File: src/rtl/tsnd_pkg.sv
package tsnd_pkg;

    // Field widths
    localparam int CHAR_W  = 8;
    localparam int OCT_W   = 4;
    localparam int DUR_W   = 16;
    localparam int TONE_W  = 14;
    localparam int PIT_W   = 16;
    localparam int DELAY_W = 18;
    localparam int BPM_W   = 16;

    // Shared divider widths
    localparam int DIV_NW = 21;
    localparam int DIV_DW = (DUR_W > BPM_W) ? DUR_W : BPM_W;
    localparam int DIV_CW = $clog2(DIV_NW + 1);

    // Work queue between parser and note engine
    localparam int QUEUE_DEPTH = 4;
    localparam int QUEUE_AW    = $clog2(QUEUE_DEPTH);

    // Arithmetic constants
    localparam logic [DIV_NW-1:0] PIT_CLOCK  = DIV_NW'(1193180);
    localparam logic [DIV_NW-1:0] MS_PER_MIN = DIV_NW'(60000);
    localparam logic [BPM_W-1:0]  TEMPO_RST  = BPM_W'(120);
    localparam logic [DUR_W-1:0]  DUR_DEFAULT = DUR_W'(4);
    localparam logic [OCT_W-1:0]  OCT_DEFAULT = OCT_W'(4);
    localparam logic [DUR_W+3:0]  DUR_MAX = (DUR_W+4)'((64'd1 << DUR_W) - 64'd1);

    // Character codes
    localparam logic [CHAR_W-1:0] CH_ZERO  = 8'h30;
    localparam logic [CHAR_W-1:0] CH_NINE  = 8'h39;
    localparam logic [CHAR_W-1:0] CH_COMMA = 8'h2C;
    localparam logic [CHAR_W-1:0] CH_SEMI  = 8'h3B;
    localparam logic [CHAR_W-1:0] CH_UP_A  = 8'h41;
    localparam logic [CHAR_W-1:0] CH_UP_Z  = 8'h5A;
    localparam logic [CHAR_W-1:0] CH_CASE  = 8'h20;
    localparam logic [CHAR_W-1:0] CH_A     = 8'h61;
    localparam logic [CHAR_W-1:0] CH_B     = 8'h62;
    localparam logic [CHAR_W-1:0] CH_C     = 8'h63;
    localparam logic [CHAR_W-1:0] CH_D     = 8'h64;
    localparam logic [CHAR_W-1:0] CH_E     = 8'h65;
    localparam logic [CHAR_W-1:0] CH_F     = 8'h66;
    localparam logic [CHAR_W-1:0] CH_G     = 8'h67;

    // One note handed from the parser to the note engine
    typedef struct packed {
        logic [TONE_W-1:0] tone;
        logic [DUR_W-1:0]  dur;
        logic              last_of_run;
        logic              end_of_tune;
    } note_job_t;

    // Divider request
    typedef struct packed {
        logic              start;
        logic [DIV_NW-1:0] dividend;
        logic [DIV_DW-1:0] divisor;
    } div_req_t;

    // Base tone of a letter, zero for a rest
    function automatic logic [TONE_W-1:0] base_tone(input logic [CHAR_W-1:0] letter);
        logic [TONE_W-1:0] t;
        unique case (letter)
            CH_C:    t = TONE_W'(262);
            CH_D:    t = TONE_W'(294);
            CH_E:    t = TONE_W'(330);
            CH_F:    t = TONE_W'(349);
            CH_G:    t = TONE_W'(392);
            CH_A:    t = TONE_W'(440);
            CH_B:    t = TONE_W'(494);
            default: t = '0;
        endcase
        return t;
    endfunction

    // Shift the base tone by octave, at most five doublings
    function automatic logic [TONE_W-1:0] tone_of(input logic [CHAR_W-1:0] letter,
                                                  input logic [OCT_W-1:0] oct);
        logic [TONE_W-1:0] base;
        logic [OCT_W-1:0]  up;
        logic [2:0]        sh;
        logic [TONE_W-1:0] t;
        base = base_tone(letter);
        up   = oct - OCT_DEFAULT;
        if (oct > OCT_DEFAULT)
        begin
            sh = (up > OCT_W'(5)) ? 3'd5 : up[2:0];
            t  = base << sh;
        end
        else
        begin
            t = base >> (OCT_DEFAULT - oct);
        end
        return t;
    endfunction

endpackage

File: src/rtl/tune_string_note_decoder_top.sv
// Tune string note decoder: one item per character in, one item per note out.
// Each note runs two chained 21-step bit-serial divides: timer divisor with tempo, then duration
// (skipped at zero duration); the engine takes no new note until the last is loaded for output.
// A byte that ends no note is taken each cycle; one that ends notes blocks input until they
// have all entered the queue, longer while the queue is full.
// Reset: asynchronous, active low; parser idle, queues empty, tempo set to 120 bpm.
module tune_string_note_decoder_top
    import tsnd_pkg::*;
(
    input  logic               clk,
    input  logic               rst_n,
    input  logic               push,
    output logic               full,
    input  logic [CHAR_W-1:0]  char_code,
    input  logic               last_char,
    output logic               empty,
    input  logic               pop,
    output logic [TONE_W-1:0]  tone_hz,
    output logic [PIT_W-1:0]   pit_divisor,
    output logic [DELAY_W-1:0] note_ms,
    output logic               is_rest,
    output logic               bad_duration,
    output logic               last_of_run,
    output logic               end_of_tune,
    input  logic               cfg_valid,
    output logic               cfg_ready,
    input  logic [BPM_W-1:0]   tempo_bpm
);

    logic [BPM_W-1:0] tempo_reg;
    logic             fe_valid;
    note_job_t        fe_job;
    logic             q_full;
    logic             q_pop;
    note_job_t        q_job;
    logic             q_empty;

    assign cfg_ready = 1'b1;

    // Hold tempo register
    always_ff @(posedge clk or negedge rst_n)
    begin
        if (!rst_n)
        begin
            tempo_reg <= TEMPO_RST;
        end
        else if (cfg_valid && cfg_ready)
        begin
            tempo_reg <= tempo_bpm;
        end
    end

    // Parser
    tsnd_front u_front
    (
        .clk       (clk),
        .rst_n     (rst_n),
        .push      (push),
        .full      (full),
        .char_code (char_code),
        .last_char (last_char),
        .job_valid (fe_valid),
        .job       (fe_job),
        .job_full  (q_full)
    );

    // Note queue
    tsnd_fifo u_fifo
    (
        .clk     (clk),
        .rst_n   (rst_n),
        .wr_en   (fe_valid),
        .wr_data (fe_job),
        .q_full  (q_full),
        .rd_en   (q_pop),
        .rd_data (q_job),
        .q_empty (q_empty)
    );

    // Note engine
    tsnd_back u_back
    (
        .clk          (clk),
        .rst_n        (rst_n),
        .tempo        (tempo_reg),
        .job_empty    (q_empty),
        .job          (q_job),
        .job_pop      (q_pop),
        .empty        (empty),
        .pop          (pop),
        .tone_hz      (tone_hz),
        .pit_divisor  (pit_divisor),
        .note_ms      (note_ms),
        .is_rest      (is_rest),
        .bad_duration (bad_duration),
        .last_of_run  (last_of_run),
        .end_of_tune  (end_of_tune)
    );

endmodule

File: src/rtl/tsnd_div.sv
module tsnd_div
    import tsnd_pkg::*;
(
    input  logic              clk,
    input  logic              rst_n,
    input  div_req_t          req,
    output logic              done,
    output logic [DIV_NW-1:0] quotient
);

    logic [DIV_NW-1:0] dvd_reg, dvd_next;
    logic [DIV_NW-1:0] quo_reg, quo_next;
    logic [DIV_DW-1:0] rem_reg, rem_next;
    logic [DIV_DW-1:0] dsr_reg, dsr_next;
    logic [DIV_CW-1:0] cnt_reg, cnt_next;
    logic              busy_reg, busy_next;
    logic              done_reg, done_next;
    logic [DIV_DW:0]   rem_sh;
    logic [DIV_DW:0]   dsr_ext;
    logic              ge;

    // One quotient bit per cycle, restoring
    always_comb
    begin
        rem_sh    = {rem_reg, dvd_reg[DIV_NW-1]};
        dsr_ext   = {1'b0, dsr_reg};
        ge        = rem_sh >= dsr_ext;
        dvd_next  = dvd_reg;
        quo_next  = quo_reg;
        rem_next  = rem_reg;
        dsr_next  = dsr_reg;
        cnt_next  = cnt_reg;
        busy_next = busy_reg;
        done_next = 1'b0;
        if (req.start)
        begin
            dvd_next  = req.dividend;
            dsr_next  = req.divisor;
            rem_next  = '0;
            quo_next  = '0;
            cnt_next  = '0;
            busy_next = 1'b1;
        end
        else if (busy_reg)
        begin
            dvd_next = dvd_reg << 1;
            quo_next = {quo_reg[DIV_NW-2:0], ge};
            rem_next = ge ? DIV_DW'(rem_sh - dsr_ext) : rem_sh[DIV_DW-1:0];
            cnt_next = cnt_reg + DIV_CW'(1);
            if (cnt_reg == DIV_CW'(DIV_NW - 1))
            begin
                busy_next = 1'b0;
                done_next = 1'b1;
            end
        end
    end

    // Hold control under reset
    always_ff @(posedge clk or negedge rst_n)
    begin
        if (!rst_n)
        begin
            busy_reg <= 1'b0;
            done_reg <= 1'b0;
            cnt_reg  <= '0;
        end
        else
        begin
            busy_reg <= busy_next;
            done_reg <= done_next;
            cnt_reg  <= cnt_next;
        end
    end

    // Advance datapath
    always_ff @(posedge clk)
    begin
        dvd_reg <= dvd_next;
        quo_reg <= quo_next;
        rem_reg <= rem_next;
        dsr_reg <= dsr_next;
    end

    assign done     = done_reg;
    assign quotient = quo_reg;

endmodule

File: src/rtl/tsnd_fifo.sv
module tsnd_fifo
    import tsnd_pkg::*;
(
    input  logic      clk,
    input  logic      rst_n,
    input  logic      wr_en,
    input  note_job_t wr_data,
    output logic      q_full,
    input  logic      rd_en,
    output note_job_t rd_data,
    output logic      q_empty
);

    note_job_t           mem [QUEUE_DEPTH];
    logic [QUEUE_AW-1:0] wr_ptr_reg, wr_ptr_next;
    logic [QUEUE_AW-1:0] rd_ptr_reg, rd_ptr_next;
    logic [QUEUE_AW:0]   cnt_reg, cnt_next;
    logic                do_wr, do_rd;

    assign q_full  = cnt_reg == (QUEUE_AW+1)'(QUEUE_DEPTH);
    assign q_empty = cnt_reg == '0;
    assign do_wr   = wr_en && !q_full;
    assign do_rd   = rd_en && !q_empty;
    assign rd_data = mem[rd_ptr_reg];

    // Advance pointers and count
    always_comb
    begin
        wr_ptr_next = do_wr ? wr_ptr_reg + QUEUE_AW'(1) : wr_ptr_reg;
        rd_ptr_next = do_rd ? rd_ptr_reg + QUEUE_AW'(1) : rd_ptr_reg;
        cnt_next    = cnt_reg;
        if (do_wr && !do_rd)
        begin
            cnt_next = cnt_reg + (QUEUE_AW+1)'(1);
        end
        else if (do_rd && !do_wr)
        begin
            cnt_next = cnt_reg - (QUEUE_AW+1)'(1);
        end
    end

    always_ff @(posedge clk or negedge rst_n)
    begin
        if (!rst_n)
        begin
            wr_ptr_reg <= '0;
            rd_ptr_reg <= '0;
            cnt_reg    <= '0;
        end
        else
        begin
            wr_ptr_reg <= wr_ptr_next;
            rd_ptr_reg <= rd_ptr_next;
            cnt_reg    <= cnt_next;
        end
    end

    // Store item
    always_ff @(posedge clk)
    begin
        if (do_wr)
        begin
            mem[wr_ptr_reg] <= wr_data;
        end
    end

endmodule

File: src/rtl/tsnd_front.sv
module tsnd_front
    import tsnd_pkg::*;
(
    input  logic              clk,
    input  logic              rst_n,
    input  logic              push,
    output logic              full,
    input  logic [CHAR_W-1:0] char_code,
    input  logic              last_char,
    output logic              job_valid,
    output note_job_t         job,
    input  logic              job_full
);

    localparam logic [2:0] PH_IDLE   = 3'd0;
    localparam logic [2:0] PH_LETTER = 3'd1;
    localparam logic [2:0] PH_OCTAVE = 3'd2;
    localparam logic [2:0] PH_COMMA  = 3'd3;
    localparam logic [2:0] PH_DUR    = 3'd4;

    logic [2:0]        phase_reg, phase_next;
    logic [CHAR_W-1:0] letter_reg, letter_next;
    logic [OCT_W-1:0]  oct_reg, oct_next;
    logic [DUR_W-1:0]  dur_reg, dur_next;
    logic [1:0]        pend_cnt_reg, pend_cnt_next;
    note_job_t         pend0_reg, pend0_next;
    note_job_t         pend1_reg, pend1_next;

    logic              accept;
    logic              dig;
    logic [OCT_W-1:0]  dval;
    logic [CHAR_W-1:0] folded;
    logic [DUR_W+3:0]  dur_wide;
    logic              done;
    logic [1:0]        n;
    note_job_t         j0, j1;

    assign accept    = push && !full;
    assign full      = pend_cnt_reg != 2'd0;
    assign job_valid = pend_cnt_reg != 2'd0;
    assign job       = pend0_reg;

    assign dig    = char_code >= CH_ZERO && char_code <= CH_NINE;
    assign dval   = OCT_W'(char_code - CH_ZERO);
    assign folded = (char_code >= CH_UP_A && char_code <= CH_UP_Z) ?
                    char_code + CH_CASE : char_code;

    // Parse one byte; emit up to two notes
    always_comb
    begin
        phase_next  = phase_reg;
        letter_next = letter_reg;
        oct_next    = oct_reg;
        dur_next    = dur_reg;
        done        = 1'b0;
        n           = 2'd0;
        j0          = '0;
        j1          = '0;
        dur_wide    = '0;
        if (phase_next > PH_DUR)
        begin
            phase_next = PH_IDLE;
        end
        if (phase_next == PH_IDLE)
        begin
            letter_next = folded;
            oct_next    = OCT_DEFAULT;
            dur_next    = DUR_DEFAULT;
            phase_next  = PH_LETTER;
            done        = 1'b1;
        end
        if (!done && phase_next == PH_LETTER)
        begin
            if (dig)
            begin
                oct_next = dval;
                done     = 1'b1;
            end
            phase_next = PH_OCTAVE;
        end
        if (!done && phase_next == PH_OCTAVE)
        begin
            if (char_code == CH_COMMA)
            begin
                done = 1'b1;
            end
            phase_next = PH_COMMA;
        end
        if (!done && phase_next == PH_COMMA)
        begin
            if (dig)
            begin
                dur_next = DUR_W'(dval);
                done     = 1'b1;
            end
            phase_next = PH_DUR;
        end
        if (!done && phase_next == PH_DUR)
        begin
            if (dig)
            begin
                dur_wide = {4'b0, dur_next} * (DUR_W+4)'(10) + (DUR_W+4)'(dval);
                dur_next = (dur_wide > DUR_MAX) ? DUR_MAX[DUR_W-1:0] : dur_wide[DUR_W-1:0];
            end
            else
            begin
                j0.tone = tone_of(letter_next, oct_next);
                j0.dur  = dur_next;
                n       = 2'd1;
                if (char_code == CH_SEMI)
                begin
                    phase_next = PH_IDLE;
                end
                else
                begin
                    letter_next = folded;
                    oct_next    = OCT_DEFAULT;
                    dur_next    = DUR_DEFAULT;
                    phase_next  = PH_LETTER;
                end
            end
        end
        // Flush a pending note at string end
        if (last_char)
        begin
            if (phase_next != PH_IDLE)
            begin
                if (n == 2'd0)
                begin
                    j0.tone = tone_of(letter_next, oct_next);
                    j0.dur  = dur_next;
                end
                else
                begin
                    j1.tone = tone_of(letter_next, oct_next);
                    j1.dur  = dur_next;
                end
                n = n + 2'd1;
            end
            phase_next  = PH_IDLE;
            letter_next = '0;
            oct_next    = OCT_DEFAULT;
            dur_next    = DUR_DEFAULT;
        end
        // Mark the final note of this byte
        if (n == 2'd1)
        begin
            j0.last_of_run = 1'b1;
            j0.end_of_tune = last_char;
        end
        else if (n == 2'd2)
        begin
            j1.last_of_run = 1'b1;
            j1.end_of_tune = last_char;
        end
    end

    // Hold parsed notes and drain them one per cycle while the queue is not full
    always_comb
    begin
        pend_cnt_next = pend_cnt_reg;
        pend0_next    = pend0_reg;
        pend1_next    = pend1_reg;
        if (accept)
        begin
            pend_cnt_next = n;
            pend0_next    = j0;
            pend1_next    = j1;
        end
        else if (job_valid && !job_full)
        begin
            pend_cnt_next = pend_cnt_reg - 2'd1;
            pend0_next    = pend1_reg;
        end
    end

    always_ff @(posedge clk or negedge rst_n)
    begin
        if (!rst_n)
        begin
            phase_reg    <= PH_IDLE;
            letter_reg   <= '0;
            oct_reg      <= OCT_DEFAULT;
            dur_reg      <= DUR_DEFAULT;
            pend_cnt_reg <= 2'd0;
        end
        else
        begin
            if (accept)
            begin
                phase_reg  <= phase_next;
                letter_reg <= letter_next;
                oct_reg    <= oct_next;
                dur_reg    <= dur_next;
            end
            pend_cnt_reg <= pend_cnt_next;
        end
    end

    always_ff @(posedge clk)
    begin
        pend0_reg <= pend0_next;
        pend1_reg <= pend1_next;
    end

endmodule

File: src/rtl/tsnd_back.sv
module tsnd_back
    import tsnd_pkg::*;
(
    input  logic               clk,
    input  logic               rst_n,
    input  logic [BPM_W-1:0]   tempo,
    input  logic               job_empty,
    input  note_job_t          job,
    output logic               job_pop,
    output logic               empty,
    input  logic               pop,
    output logic [TONE_W-1:0]  tone_hz,
    output logic [PIT_W-1:0]   pit_divisor,
    output logic [DELAY_W-1:0] note_ms,
    output logic               is_rest,
    output logic               bad_duration,
    output logic               last_of_run,
    output logic               end_of_tune
);

    localparam logic [1:0] BK_IDLE = 2'd0;
    localparam logic [1:0] BK_RUN1 = 2'd1;
    localparam logic [1:0] BK_RUN2 = 2'd2;
    localparam logic [1:0] BK_OUT  = 2'd3;

    logic [1:0]         st_reg, st_next;
    note_job_t          job_reg, job_next;
    logic [PIT_W-1:0]   pit_reg, pit_next;
    logic [DELAY_W-1:0] delay_reg, delay_next;
    logic               out_valid_reg, out_valid_next;
    logic [TONE_W-1:0]  o_tone_reg;
    logic [PIT_W-1:0]   o_pit_reg;
    logic [DELAY_W-1:0] o_delay_reg;
    logic               o_rest_reg, o_bad_reg, o_last_reg, o_end_reg;

    div_req_t           req_a, req_b;
    logic               div_a_done, div_b_done;
    logic [DIV_NW-1:0]  quo_a, quo_b;
    logic               slot_free;
    logic               load_out;
    logic [BPM_W-1:0]   bpm;

    assign bpm       = (tempo == '0) ? BPM_W'(1) : tempo;
    assign slot_free = !out_valid_reg || pop;
    assign load_out  = (st_reg == BK_OUT) && slot_free;

    // Divider for the timer divisor
    tsnd_div u_div_a
    (
        .clk      (clk),
        .rst_n    (rst_n),
        .req      (req_a),
        .done     (div_a_done),
        .quotient (quo_a)
    );

    // Divider for tempo, then for duration
    tsnd_div u_div_b
    (
        .clk      (clk),
        .rst_n    (rst_n),
        .req      (req_b),
        .done     (div_b_done),
        .quotient (quo_b)
    );

    // Sequence one note through the dividers
    always_comb
    begin
        st_next    = st_reg;
        job_next   = job_reg;
        pit_next   = pit_reg;
        delay_next = delay_reg;
        job_pop    = 1'b0;
        req_a      = '0;
        req_b      = '0;
        unique case (st_reg)
            BK_IDLE:
            begin
                if (!job_empty)
                begin
                    job_pop        = 1'b1;
                    job_next       = job;
                    req_a.start    = 1'b1;
                    req_a.dividend = PIT_CLOCK;
                    req_a.divisor  = DIV_DW'(job.tone);
                    req_b.start    = 1'b1;
                    req_b.dividend = MS_PER_MIN;
                    req_b.divisor  = DIV_DW'(bpm);
                    st_next        = BK_RUN1;
                end
            end
            BK_RUN1:
            begin
                if (div_a_done)
                begin
                    pit_next = (job_reg.tone == '0) ? '0 : quo_a[PIT_W-1:0];
                    if (job_reg.dur == '0)
                    begin
                        delay_next = '0;
                        st_next    = BK_OUT;
                    end
                    else
                    begin
                        req_b.start    = 1'b1;
                        req_b.dividend = {quo_b[DIV_NW-3:0], 2'b00};
                        req_b.divisor  = DIV_DW'(job_reg.dur);
                        st_next        = BK_RUN2;
                    end
                end
            end
            BK_RUN2:
            begin
                if (div_b_done)
                begin
                    delay_next = quo_b[DELAY_W-1:0];
                    st_next    = BK_OUT;
                end
            end
            BK_OUT:
            begin
                if (slot_free)
                begin
                    st_next = BK_IDLE;
                end
            end
            default:
            begin
                st_next = BK_IDLE;
            end
        endcase
    end

    // Output register: set on load, drop on pop
    always_comb
    begin
        out_valid_next = out_valid_reg;
        if (load_out)
        begin
            out_valid_next = 1'b1;
        end
        else if (pop && out_valid_reg)
        begin
            out_valid_next = 1'b0;
        end
    end

    always_ff @(posedge clk or negedge rst_n)
    begin
        if (!rst_n)
        begin
            st_reg        <= BK_IDLE;
            out_valid_reg <= 1'b0;
        end
        else
        begin
            st_reg        <= st_next;
            out_valid_reg <= out_valid_next;
        end
    end

    always_ff @(posedge clk)
    begin
        job_reg   <= job_next;
        pit_reg   <= pit_next;
        delay_reg <= delay_next;
        if (load_out)
        begin
            o_tone_reg  <= job_reg.tone;
            o_pit_reg   <= pit_reg;
            o_delay_reg <= delay_reg;
            o_rest_reg  <= job_reg.tone == '0;
            o_bad_reg   <= job_reg.dur == '0;
            o_last_reg  <= job_reg.last_of_run;
            o_end_reg   <= job_reg.end_of_tune;
        end
    end

    assign empty        = !out_valid_reg;
    assign tone_hz      = o_tone_reg;
    assign pit_divisor  = o_pit_reg;
    assign note_ms      = o_delay_reg;
    assign is_rest      = o_rest_reg;
    assign bad_duration = o_bad_reg;
    assign last_of_run  = o_last_reg;
    assign end_of_tune  = o_end_reg;

    // Divisor unit finishes only while its note is still in the first pass
    a_div_a_in_run1: assert property (@(posedge clk) disable iff (!rst_n)
        div_a_done |-> st_reg == BK_RUN1)
        else $error("timer divider finished outside first pass");

    // Both dividers start together from idle, so the timer divider finishes with the other
    a_div_pair: assert property (@(posedge clk) disable iff (!rst_n)
        div_a_done |-> div_b_done)
        else $error("tempo divider out of step with timer divider");

    // Second divider pass only for a nonzero duration
    a_run2_dur: assert property (@(posedge clk) disable iff (!rst_n)
        st_reg == BK_RUN2 |-> job_reg.dur != '0)
        else $error("duration divide started on zero duration");

    // A load fills the output register
    a_load_fills: assert property (@(posedge clk) disable iff (!rst_n)
        load_out |=> out_valid_reg && st_reg == BK_IDLE)
        else $error("result load lost");

endmodule
File: config.mk
export PLATFORM = sky130hd
export DESIGN_NAME = tune_string_note_decoder_top
export DESIGN_NICKNAME = d
export VERILOG_FILES = /design/src/rtl/tsnd_pkg.sv /design/src/rtl/tune_string_note_decoder_top.sv /design/src/rtl/tsnd_div.sv /design/src/rtl/tsnd_fifo.sv /design/src/rtl/tsnd_front.sv /design/src/rtl/tsnd_back.sv
export SDC_FILE = /design/constraint.sdc
export NUM_CORES = 1
export LEC_CHECK = 0
export BUFFER_PORTS_ARGS = -buffer_cell sky130_fd_sc_hd__buf_2
export CAP_MARGIN = 10
export CORE_ASPECT_RATIO = 0.8
export CORE_UTILIZATION = 45
export DETAILED_ROUTE_END_ITERATION = 12
export MAX_ROUTING_LAYER = met4
export PLACE_DENSITY = 0.72
export SLEW_MARGIN = 20
export SYNTH_ARGS = -nofsm -noshare
export SYNTH_HDL_FRONTEND = slang
export SYNTH_SLANG_ARGS = --single-unit
File: constraint.sdc
create_clock -name clk -period 9.3 [get_ports clk]
set_clock_uncertainty 0.15 [all_clocks]
set_input_delay 0.93 -clock clk [delete_from_list [all_inputs] [get_ports clk]]
set_output_delay 0.93 -clock clk [all_outputs]
set_load 0.03 [all_outputs]
Word-level counts from Yosys, hierarchy flattened:

Memories as Yosys holds them, arrays and structs flattened.
Index checks and enable logic that the tools add are counted.

* input port bits: 30
* bits in latches: 0
* memories kept: 1
* output and inout bits: 55
* register bits: 396
* bits in read-only memories: 0
* RAM bits: 128

* muxes and demuxes: 114
* add/subtract/negate cells: 17
* eq/ne operators: 33
* reduce and logical (&&, ||, !) cells: 46
* multipliers: 1
* bitwise gates (word level): 5
* shift-type cells: 6
* divide/modulo/power cells: 0
* order comparisons: 12

Memory list
* u_fifo.mem: words 4, bits a word 32, rd ports 1, clocked after memory_dff 0, write ports 1, RTL line tsnd_fifo.sv:14 `note_job_t mem [QUEUE_DEPTH];`

Operator list (count)
* 38-bit 2-to-1 mux: 5
* 16-bit 2-to-1 mux: 11
* 14-bit 2-to-1 mux: 11
* 30-bit 2-to-1 mux: 5
* 9-bit one-hot mux with 7 select lines: 2
* 8-bit by 7-bit equality test with 1-bit output (second input constant): 14
* 21-bit 2-to-1 mux: 4
* 38-bit one-hot mux with 2 select lines: 1
* 32-bit 2-to-1 mux: 2
* 18-bit 2-to-1 mux: 3
* 8-bit 2-to-1 mux: 6
* 14-bit by 3-bit left shift with 14-bit output: 3
* 14-bit by 4-bit >> shifter with 14-bit output: 3
* 3-bit 2-to-1 mux: 12
* 18-bit one-hot mux with 2 select lines: 1
* 17-bit by 16-bit greater-or-equal comparator with 1-bit output: 2
* 16-bit logical NOT: 2
* 16-bit subtractor: 2
* 1-bit 2-to-1 mux: 28
* 4-bit 2-to-1 mux: 7
* 2-bit 2-to-1 mux: 11
* 20-bit by 4-bit adder with 20-bit output: 1
* 20-bit by 16-bit greater-than comparator with 1-bit output (second input constant): 1
* 5-bit 2-to-1 mux: 4
* other kinds (39): 93

Logic depth before layout (Yosys ltp):

* depth in word-level cells: 27
* mapped depth: 24

By module:

A second synthesis with hierarchy kept.

* cell total of the unflattened synthesis: 2478
* area total of the unflattened synthesis: 28269.6 µm²

Modules (own cells, without submodules)
* tsnd_front: cells an instance 1229, area each 9828.2 µm², times used 1, sequential area each 2750.1 µm²
* tsnd_fifo: cells an instance 204, area each 5094.9 µm², times used 1, sequential area each 4018.9 µm²
* tsnd_back: cells an instance 262, area each 4583.1 µm², times used 1, sequential area each 3618.5 µm²
* tsnd_div (u_back.u_div_b): cells an instance 395, area each 4185.3 µm², times used 1, sequential area each 2026.9 µm²
* tsnd_div (u_back.u_div_a): cells an instance 352, area each 3912.5 µm², times used 1, sequential area each 2026.9 µm²
* tune_string_note_decoder_top: cells an instance 36, area each 665.6 µm², times used 1, sequential area each 405.4 µm²

Least setup slack after synthesis:

No wires, ideal clock.

* path kind: input to register
* from: in char_code[6]
* to: reg u_front.pend0_reg (netlist bit u_front.job[7]), data pin
* arrival time: 5.498 ns
* stages: 22
* slack: 3.391 ns
* buffers on the path: 3
* path through: buf_2 inv_1 ha_1 nor3b_1 o221ai_1 buf_4 nor2_1 o21ai_0 ha_1 ha_1 fa_1 a21o_1 a21oi_2 xnor2_1 or3_1 nor4_1 o2111ai_1 a211o_1 nand2_1 buf_4 a21oi_1 a221o_1

RTL lines
* from (decl): RTL line tune_string_note_decoder_top.sv:14 `input logic [CHAR_W-1:0] char_code,`
* to (signal assigned): RTL line tsnd_front.sv:202 `pend0_reg <= pend0_next;`
* to (decl): RTL line tsnd_front.sv:26 `note_job_t pend0_reg, pend0_next;`

==> flow_summary_export.csv <==
group,metric,value,unit
pwr,p_leak,10.9,nW
grt,grt_pass1_wl,93800,um
critical_path,critical_path_buf_inv_count,1,
place,port_buffers,83,
routing,drt_pre_antenna_iters,5,
floorplanning,rows,78,
synth,synthFlopType,"edfxtp_1",
run,cap_violations,0,
critical_path,cp.depth,19,
routing,post-route-drc-count,0,
critical_path,reg2reg_from,"u_front.phase_reg[1]",
cells_and_area,largest_register_ffs,128,
run_status,outcome,"completed",
sta,rsz0062_at_grt,"no",
floorplanning,die_h,218,um
synth,syn_area,26200,um2
cells_and_area,multi_input_area,10900,um2
synth,synth_cells,2254,
synth,ys_ff_latch,518,
critical_path,cp_data_required_time,9.57,ns
critical_path,cp_max_fo,13,
critical_path,critical_path_class,"in -> reg",
synth,synth-edff-count,378,
clock_network,cts.sinks,518,
pwr,max-vdd-ir-drop,0.171,mV
routing,vias,18200,
synth,ys_warn_count,0,
floorplanning,dieArea,59200,um2
routing,drtIter0Drc,1622,
critical_path,reg2reg_slack,2.88,ns
sta,final.min_clock_period,6.54,ns
synth,syn_area_per_cell,11.6,um2
clock_network,cts_tree,"done",
routing,antenna_left,0,
place,dp_hpwl,40200,um
critical_path,cp_slowest_cell,"o21ai_0",
critical_path,cp-start-kind,"input port",
clock_network,clkTransAtPathRegs,0.06,ns
floorplanning,io_pins,85,
clock_network,clock-root-buffer,"clkbuf_16",
worst_hold_path,hp-start,"u_back.delay_reg[17]",
critical_path,rr_worst_depth,17,
cells_and_area,final_net_count,2434,
routing,via_per_inst,5.85,
clock_network,cts-resized-gates,0,
sta,relSlewSlack,25.1,%
floorplanning,core-area,57100,um2
pwr,power_density,223,nW/um2
clock_network,clock_latency,0.61,ns
floorplanning,die_w,272,um
grt,grt_overflow,0,
cells_and_area,n_fill_cell,4929,
clock_network,cts_hold_buf,1,
sta,hold_viol,0,
place,post-place-cells,3018,
grt,grt_start_max_net_pins,93,
clock_network,cts_buffers,50,
cells_and_area,top_register,"u_fifo.mem",
clock_network,htreeDepth,2,
grt,grt_usage,20.2,%
cells_and_area,n_antenna_cell,0,
worst_hold_path,hold_end,"u_back.note_ms[17]",
sta,slew_violations,0,
sta,tightestPinTransition,1.09,ns
cells_and_area,area_growth,10.5,%
worst_hold_path,hold_class,"reg -> reg",
sta,final-setup-viol-count,0,
routing,routed_wl,58700,um
sta,fin_hold_ws,0.270,ns
synth,seq_area_frac_synth,55.4,%
critical_path,critPathMaxStageDelay,0.64,ns
cells_and_area,layout_commonest_cell,"edfxtp_1",
sta,tns,0,ns
critical_path,worstPathCellList,"buf_2 -> nor3_2 -> nand3_1 -> o21ai_0 -> nor2_1 -> o21ai_0 -> ha_1 -> ha_1 -> fa_1 -> a21o_1 -> a21oi_2 -> xnor2_1 -> or3_1 -> or2_1 -> o311ai_1 -> a211o_1 -> nand2_1 -> or3_1 -> a21oi_1",
clock_network,post-cts-setup-buffers,0,
critical_path,critPathTopFamily,"simple AND/OR/NAND/NOR gates",
worst_hold_path,hold_depth,0,
critical_path,timing.rr.end,"u_front.job[6]",
cells_and_area,seqCellArea,14500,um2
critical_path,crit_path_end_kind,"flop",
clock_network,ctsLongestPathBuffers,3,
cells_and_area,final_cell_mix,"378 x edfxtp_1, 179 x nor2_1, 172 x nand2_1",
routing,wire_per_inst,18.9,um
critical_path,arrival,6.81,ns
sta,period_share,70.3,%
synth,async_flop_share,14.1,%
floorplanning,initial_core_util,45.9,%
sta,max_freq,153,MHz
synth,netlist-cell-type-count,117,
place,routabilityCongestion,0.938,
grt,antenna_found_initial,0,
cells_and_area,drive_gt1_share,13.6,%
grt,first_global_vias,17400,
cells_and_area,fin_cells,3112,
-- per-stage QoR --
| step | cell area, um2 | setup slack (ns) | util [%] | total power [mW] |
|---|---|---|---|---|
| 2_1_floorplan | 26300 | 3.39 | - | 4.03 |
| 3_3_place_gp | 27300 | 2.62 | 47.8 | 4.40 |
| 3_5_place_dp | 27300 | 2.35 | 47.8 | 4.46 |
| 4_1_cts | 29000 | 2.94 | 50.7 | 6.50 |
| 5_1_grt | 29000 | 2.36 | 50.7 | 6.75 |
| 6_report | 29000 | 2.76 | 50.7 | 6.47 |
-- Yosys cell counts (9+ instances only) --
| master | n | area (um2) |
|---|---|---|
| a211oi_1 | 23 | 173 |
| a21o_1 | 17 | 128 |
| a21oi_1 | 112 | 561 |
| a221o_1 | 11 | 110 |
| a22o_1 | 16 | 140 |
| a22oi_1 | 29 | 218 |
| a31oi_1 | 19 | 119 |
| and2_1 | 84 | 526 |
| and3_1 | 10 | 62.6 |
| buf_1 | 10 | 37.5 |
| buf_2 | 27 | 135 |
| buf_4 | 9 | 67.6 |
| clkbuf_1 | 70 | 263 |
| dfrtp_1 | 67 | 1680 |
| dfxtp_1 | 67 | 1340 |
| edfxtp_1 | 378 | 11400 |
| ha_1 | 88 | 1100 |
| inv_1 | 88 | 330 |
| mux2_2 | 22 | 248 |
| mux2i_1 | 69 | 691 |
| mux4_2 | 32 | 721 |
| nand2_1 | 173 | 649 |
| nand2b_1 | 31 | 194 |
| nand3_1 | 68 | 340 |
| nand3b_1 | 10 | 75.1 |
| nand4_1 | 20 | 125 |
| nor2_1 | 179 | 672 |
| nor2b_1 | 20 | 125 |
| nor3_1 | 33 | 165 |
| nor4_1 | 24 | 150 |
| o2111ai_1 | 9 | 78.8 |
| o211ai_1 | 17 | 128 |
| o21a_1 | 12 | 90.1 |
| o21ai_0 | 115 | 576 |
| o21ai_1 | 15 | 75.1 |
| o22ai_1 | 15 | 93.8 |
| o31ai_1 | 9 | 67.6 |
| or3_1 | 9 | 56.3 |
| xnor2_1 | 32 | 280 |
| xor2_1 | 24 | 210 |
-- kinds of logic (layout without fill, tap and decap cells) --
family / Yosys count / in the layout / synth area share (%)
other: 2 / 16 / 0.0286
AND/OR/NAND/NOR: 703 / 703 / 13.4
adder cells (fa/ha/maj): 95 / 95 / 4.66
flip-flops: 518 / 518 / 55.4
XOR/XNOR: 58 / 58 / 2.04
multiplexers: 125 / 125 / 6.43
buffers and inverters: 214 / 298 / 3.44
AO/OA/AOI/OAI: 539 / 539 / 14.6
-- routing by layer --
layer | track usage, % | vias to the layer above | part of all wire, %
met5 | - | - | 0
li1 | - | 8562 | -
met3 | 3.22 | 98 | 7.0
met2 | 30.4 | 641 | 44
met1 | 28.6 | 8904 | 47
met4 | 5.32 | 0 | 2.0
-- worst register-to-register path: stages, from the launching register on --
cell and delay, ns:
dfrtp_1 0.57, o21a_1 0.33, nor2_1 0.49, nand2_1 0.10, o21ai_0 0.61, ha_1 0.37, ha_1 0.23, fa_1 0.40
a21o_1 0.18, a21oi_2 0.24, xnor2_1 0.13, or3_1 0.43, or2_1 0.28, o311ai_1 0.29, a211o_1 0.44, nand2_1 0.37
or3_1 0.45, a21oi_1 0.18
-- where the power goes --
group / switching (mW) / leakage [nW] / internal [mW]
Sequential: 0.187 / 4.76 / 3.03
Clock: 0.890 / 0.791 / 1.14
Combinational: 0.856 / 5.34 / 0.367
Total: 1.93 / 10.9 / 4.54
-- final cells by class --
type	instances	share of cell area (%)
sequential	518	50.2
timing repair buffer	111	2.18
multi-input combinational	1536	37.5
inverter	94	1.22
clock buffer	62	4.48
clock inverter	31	1.22
tap	760	3.28
-- how the worst max path moves through the flow --
stage / startpoint / endpoint / slack [ns]
2_1_floorplan: char_code[6] / u_front.job[7] / 3.39
3_3_place_gp: char_code[1] / u_front.job[6] / 2.62
3_5_place_dp: char_code[1] / u_front.job[6] / 2.35
4_1_cts: char_code[1] / u_front.job[6] / 2.94
5_1_grt: char_code[1] / u_front.job[6] / 2.36
6_report: char_code[1] / u_front.job[6] / 2.76
Power figures use the tool's default switching activity.
